--- src/hw/rtl/psm_pkg.sv ---
package psm_pkg;

	// machine geometry
	localparam int WORD_BITS   = 32;
	localparam int CODE_DEPTH  = 256;
	localparam int STACK_DEPTH = 512;
	localparam int LEVEL_MAX   = 3;

	localparam int CODE_AW  = $clog2(CODE_DEPTH);
	localparam int STACK_AW = $clog2(STACK_DEPTH);
	localparam int DIV_CW   = $clog2(WORD_BITS);
	localparam int EXT_BITS = WORD_BITS + 2;

	// field widths on the ports
	localparam int PC_BITS  = 8;
	localparam int TOP_BITS = 9;
	localparam int ARG_BITS = 32;

	localparam logic [STACK_AW-1:0] TOP_LAST = STACK_AW'(STACK_DEPTH - 1);

	// request kinds
	localparam logic [1:0] KIND_LOAD    = 2'd0;
	localparam logic [1:0] KIND_STEP    = 2'd1;
	localparam logic [1:0] KIND_RESTART = 2'd2;

	// fault codes
	localparam logic [1:0] FAULT_NONE   = 2'd0;
	localparam logic [1:0] FAULT_DIV0   = 2'd1;
	localparam logic [1:0] FAULT_RANGE  = 2'd2;
	localparam logic [1:0] FAULT_HALTED = 2'd3;

	// OPR sub-operations
	localparam int OPR_RET = 0;
	localparam int OPR_NEG = 1;
	localparam int OPR_ADD = 2;
	localparam int OPR_SUB = 3;
	localparam int OPR_MUL = 4;
	localparam int OPR_DIV = 5;
	localparam int OPR_ODD = 6;
	localparam int OPR_EQ  = 8;
	localparam int OPR_NE  = 9;
	localparam int OPR_LT  = 10;
	localparam int OPR_GE  = 11;
	localparam int OPR_GT  = 12;
	localparam int OPR_LE  = 13;
	localparam int OPR_RD  = 16;
	localparam int OPR_WR  = 17;

	typedef enum logic [2:0] {
		OP_LIT, OP_OPR, OP_LOD, OP_STO, OP_CAL, OP_INT, OP_JMP, OP_JPC
	} op_t;

	typedef struct packed {
		logic signed [ARG_BITS-1:0] arg;
		logic [1:0]                 level;
		op_t                        func;
	} insn_t;

	localparam int INSN_BITS = $bits(insn_t);

	typedef struct packed {
		logic [1:0]                  kind;
		logic [7:0]                  code_addr;
		logic [2:0]                  op_func;
		logic [1:0]                  op_level;
		logic signed [ARG_BITS-1:0]  op_arg;
		logic signed [WORD_BITS-1:0] read_value;
	} req_t;

	typedef struct packed {
		logic [PC_BITS-1:0]          pc_next;
		logic [TOP_BITS-1:0]         top_index;
		logic signed [WORD_BITS-1:0] top_value;
		logic                        read_taken;
		logic                        write_valid;
		logic signed [WORD_BITS-1:0] write_value;
		logic                        halted;
		logic [1:0]                  fault;
	} rsp_t;

	// sign-extend a word to the wide address domain
	function automatic logic signed [EXT_BITS-1:0] sext_word(input logic [WORD_BITS-1:0] w);
		return {{2{w[WORD_BITS-1]}}, w};
	endfunction

	// true when a wide signed index lies inside the stack
	function automatic logic in_stack(input logic signed [EXT_BITS-1:0] x);
		return !x[EXT_BITS-1] && (x < EXT_BITS'(STACK_DEPTH));
	endfunction

endpackage

--- src/hw/rtl/psm_div.sv ---
module psm_div import psm_pkg::*; (
	input  logic                 clk,
	input  logic                 arst_n,
	input  logic                 start,
	input  logic [WORD_BITS-1:0] dividend,
	input  logic [WORD_BITS-1:0] divisor,
	output logic                 done,
	output logic [WORD_BITS-1:0] quotient
);

	logic                 busy_q;
	logic                 done_q;
	logic                 neg_q;
	logic [DIV_CW-1:0]    cnt_q;
	logic [WORD_BITS-1:0] quo_q;
	logic [WORD_BITS-1:0] dvs_q;
	logic [WORD_BITS:0]   rem_q;
	logic [WORD_BITS:0]   shifted;
	logic                 fits;

	// one restoring step per cycle on magnitudes
	assign shifted = {rem_q[WORD_BITS-1:0], quo_q[WORD_BITS-1]};
	assign fits    = shifted >= {1'b0, dvs_q};

	always_ff @(posedge clk or negedge arst_n) begin
		if (!arst_n) begin
			busy_q <= 1'b0;
			done_q <= 1'b0;
			neg_q  <= 1'b0;
			cnt_q  <= '0;
			quo_q  <= '0;
			dvs_q  <= '0;
			rem_q  <= '0;
		end else begin
			done_q <= 1'b0;
			if (start) begin
				busy_q <= 1'b1;
				neg_q  <= dividend[WORD_BITS-1] ^ divisor[WORD_BITS-1];
				quo_q  <= dividend[WORD_BITS-1] ? -dividend : dividend;
				dvs_q  <= divisor[WORD_BITS-1] ? -divisor : divisor;
				rem_q  <= '0;
				cnt_q  <= DIV_CW'(WORD_BITS - 1);
			end else if (busy_q) begin
				rem_q <= fits ? shifted - {1'b0, dvs_q} : shifted;
				quo_q <= {quo_q[WORD_BITS-2:0], fits};
				if (cnt_q == '0) begin
					busy_q <= 1'b0;
					done_q <= 1'b1;
				end else begin
					cnt_q <= cnt_q - 1'b1;
				end
			end
		end
	end

	// truncation toward zero: apply the sign to the magnitude
	assign done     = done_q;
	assign quotient = neg_q ? -quo_q : quo_q;

endmodule

--- config.mk ---
export PLATFORM = sky130hd
export DESIGN_NAME = psm_div
export DESIGN_NICKNAME = d
export VERILOG_FILES = /design/src/hw/rtl/psm_pkg.sv /design/src/hw/rtl/psm_div.sv
export SDC_FILE = /design/constraint.sdc
export NUM_CORES = 1
export LEC_CHECK = 0
export ABC_AREA = 1
export BUFFER_PORTS_ARGS = -buffer_cell sky130_fd_sc_hd__buf_2
export CAP_MARGIN = 20
export CORE_MARGIN = 4
export CORE_UTILIZATION = 40
export DETAILED_ROUTE_END_ITERATION = 12
export MAX_ROUTING_LAYER = met4
export PLACE_DENSITY = 0.58
export SYNTH_ARGS = -nofsm -noshare
export SYNTH_HDL_FRONTEND = slang
export SYNTH_SLANG_ARGS = --single-unit
export TNS_END_PERCENT = 1
--- constraint.sdc ---
create_clock -name clk -period 1.9 [get_ports clk]
set_clock_uncertainty 0.15 [all_clocks]
set_input_delay 0.19 -clock clk [delete_from_list [all_inputs] [get_ports clk]]
set_output_delay 0.19 -clock clk [all_outputs]
set_load 0.03 [all_outputs]
==> flow_metrics.env <==
export IMPL_path_delay_family="simple AND/OR/NAND/NOR gates"
export IMPL_setup_worst_path_end_class="primary output"
export IMPL_clkSinkCount=104
export IMPL_wire_per_inst_um=15.3
export IMPL_finalSetupTns_ps=-23390
export IMPL_port_buffers=99
export IMPL_syn_num_nets=1768
export IMPL_place_ws_ps=-487
export IMPL_nFillCells=2463
export IMPL_grt_max_degree=62
export IMPL_start_kind="flip-flop"
export IMPL_gp_congestion=0.952
export IMPL_clk_pin_slew_ps=70
export IMPL_worstPathArrival_ps=2200
export IMPL_via_count=11400
export IMPL_min_to="dvs_q[18]$_DFFE_PN0P_"
export IMPL_worst_pin_slew_ps=569
export IMPL_worstHoldPathType="input port to flip-flop"
export IMPL_die_area_sq_mm=0.0277
export IMPL_slowest_delay_ps=390
export IMPL_grt_pass1_vias=10800
export IMPL_antenna_found_initial=1
export IMPL_cts_root_buf="clkbuf_16"
export IMPL_min_period_ps=2540
export IMPL_rr_worst_depth=14
export IMPL_coreArea_sq_mm=0.0245
export IMPL_firstDrtPassIters=5
export IMPL_slew_viol_final=0
export IMPL_num_antenna_cells=0
export IMPL_clk_latency_ps=360
export IMPL_die_y_um=166
export IMPL_rsz0062_at_grt="true"
export IMPL_timing_final_crit_share_pct=134
export IMPL_final_nets=2098
export IMPL_area_growth_pct=39.3
export IMPL_hold_depth=3
export IMPL_fp_row_count=57
export IMPL_crit_chain="inv_2, buf_6, ha_4, inv_2, buf_6, nor2_4, nand4_1, or2_4, nor2_4, nand2_2, nand2_2, nand2_1, nand2_1, buf_6"
export IMPL_cpMaxStageDelayCell="dfrtp_1"
export IMPL_cts_tree="built"
export IMPL_crit_type="flip-flop to primary output"
export IMPL_reg2reg_slack_ps=-360
export IMPL_drt_iter0_drc=794
export IMPL_initial_utilization_pct=41.0
export IMPL_powerDensity_mw_per_mm2=1170
export IMPL_ys_seq_area_share_pct=25.9
export IMPL_holdCritStartpoint="divisor[18]"
export IMPL_r2r_start="dvs_q[25]$_DFFE_PN0P_"
export IMPL_timing_fmax_mhz=394
export IMPL_setup_slack_ps=-638
export IMPL_cts_buffers_inserted=9
export IMPL_cpMostUsedCell="buf_6"
export IMPL_synthCells=1663
export IMPL_layout_drive_gt1_share_pct=28.0
export IMPL_regToRegEndpoint="rem_q[30]$_DFFE_PN0P_"
export IMPL_ios=100
export IMPL_critPathRequiredTime_ps=1560
export IMPL_power_leakage_uw=0.00741
export IMPL_clockBufferDepth=2
export IMPL_ys_seq_elements=104
export IMPL_grt_total_usage_pct=26.4
export IMPL_ys_warn_count=0
export IMPL_hold_viol=0
export IMPL_ys_types=42
export IMPL_cp_num_buf_inv=5
export IMPL_setup_viol=62
export IMPL_drt_wl_total_um=35600
export IMPL_whs_ps=9.83
export IMPL_status="complete, but fails checks"
export IMPL_drc=0
export IMPL_ant_nets=0
export IMPL_slew_headroom_pct=62.0
export IMPL_vias_per_cell=4.93
export IMPL_grt_ovfl_total=0
export IMPL_violations="setup timing"
export IMPL_utilization_pct=57.1
export IMPL_drv_cap=0
export IMPL_htree_num_levels=3
export IMPL_die_x_um=166
export IMPL_hpwl_um=28800
export IMPL_synth_area_sq_mm=0.0100
export IMPL_critPathMaxFanout=2
export IMPL_grt_pass1_wl_um=57300
export IMPL_peakVddDrop_uv=547
export IMPL_syn_avg_cell_area_sq_um=6.03
-- layout by cell type (no fill, tap or decap), drive strengths merged, types with 6 or more instances in the layout --
master and instances:
dfrtp 104, xnor2 20, o211ai 6, ha 37, nor2 157, xor2 64, nand3b 14, clkbuf 9
nand4 24, buf 362, nor3 18, o21ai 123, nand3 160, a21oi 27, inv 284, nand2 551
-- per-stage QoR --
stage	power (uW)	instance area (sq um)	instances
final	16300	14000	2322
after global routing	17500	14000	2322
after CTS	16000	13800	2321
after detailed placement	13200	13000	2296
after global placement	13200	13000	2296
after floorplan	8730	10200	1663
-- what timing repair did --
action | in CTS | in global routing
pin swaps | 22 | 15
resized for setup | 125 | 38
hold buffers | 5 | 0
endpoints found under the hold margin | 108 | 0
setup buffers | 4 | 1
setup endpoints to repair | 64 | 65
-- metal layers --
| layer | global-route usage, % | vias to the layer above | routed length (um) |
|---|---|---|---|
| met5 | - | - | 0 |
| met4 | 3.63 | 0 | 252 |
| met3 | 3.71 | 16 | 2460 |
| met2 | 35.7 | 334 | 14200 |
| li1 | - | 5844 | - |
| met1 | 42.2 | 5242 | 18700 |
-- tightest hold or removal path, stage by stage --
cell	delay (ps)
buf_2	110
xnor2_1	110
o21ai_0	60
-- sequential cells by signal, summed over array words and instances, names as in the netlist --
signal / flops
busy_q: 1
cnt_q: 5
rem_q: 32
done: 1
dvs_q: 32
neg_q: 1
quo_q: 32
-- cells in the mapped netlist, drive strengths merged --
cell,count,area share [%]
a21o,1,0.075
a21oi,27,1.4
a31oi,1,0.062
and2,4,0.25
and3,1,0.062
buf,17,1.1
clkbuf,31,1.2
clkinv,1,0.037
dfrtp,104,26
fa,1,0.20
ha,37,4.6
inv,280,10
nand2,551,21
nand3,160,8.2
nand3b,14,1.3
nand4,24,1.5
nor2,157,6.3
nor3,18,0.95
nor4,4,0.25
o211ai,6,0.45
o21a,2,0.15
o21ai,123,6.1
o21bai,2,0.15
o221ai,4,0.35
o22ai,2,0.12
o31ai,2,0.15
or2,5,0.31
xnor2,20,1.7
xor2,64,5.6
-- area by class of cell --
class / instances / area (sq um) / share of cell area, %
Multi-Input combinational cell: 1230 / 6830 / 48.9
Timing Repair Buffer: 367 / 2770 / 19.8
Sequential cell: 104 / 2600 / 18.6
Inverter: 281 / 1050 / 7.55
Tap cell: 324 / 405 / 2.90
Clock buffer: 9 / 225 / 1.61
Clock inverter: 7 / 83.8 / 0.600
-- cells by family (layout without fill, tap and decap cells) --
group | Yosys count | count (layout) | share of synthesized area (%)
compound gates | 170 | 170 | 9.03
xor+xnor | 84 | 84 | 7.34
fa+ha+maj | 38 | 38 | 4.82
buf+inv | 329 | 664 | 12.8
flops | 104 | 104 | 25.9
simple gates | 938 | 938 | 40.0
-- power by group --
part	internal, uW	switching (uW)	total [uW]
registers	2660	390	3050
logic	5140	6110	11300
clock network	1050	938	1990
total	8850	7440	16300
-- worst max path at each step --
stage | start | endpoint | slack (ps) | cells after the start
2_1_floorplan | dvs_q[19]$_DFFE_PN0P_ | rem_q[14]$_DFFE_PN0P_ | -110 | 14
3_3_place_gp | dvs_q[2]$_DFFE_PN0P_ | rem_q[31]$_DFFE_PN0P_ | -460 | 18
3_5_place_dp | quo_q[0]$_DFFE_PN0P_ | quotient[20] | -490 | 14
4_1_cts | quo_q[0]$_DFFE_PN0P_ | quotient[20] | -740 | 14
5_1_grt | quo_q[0]$_DFFE_PN0P_ | quotient[20] | -770 | 14
6_report | quo_q[0]$_DFFE_PN0P_ | quotient[20] | -640 | 14
No activity file was read; power rests on OpenSTA's default activity.
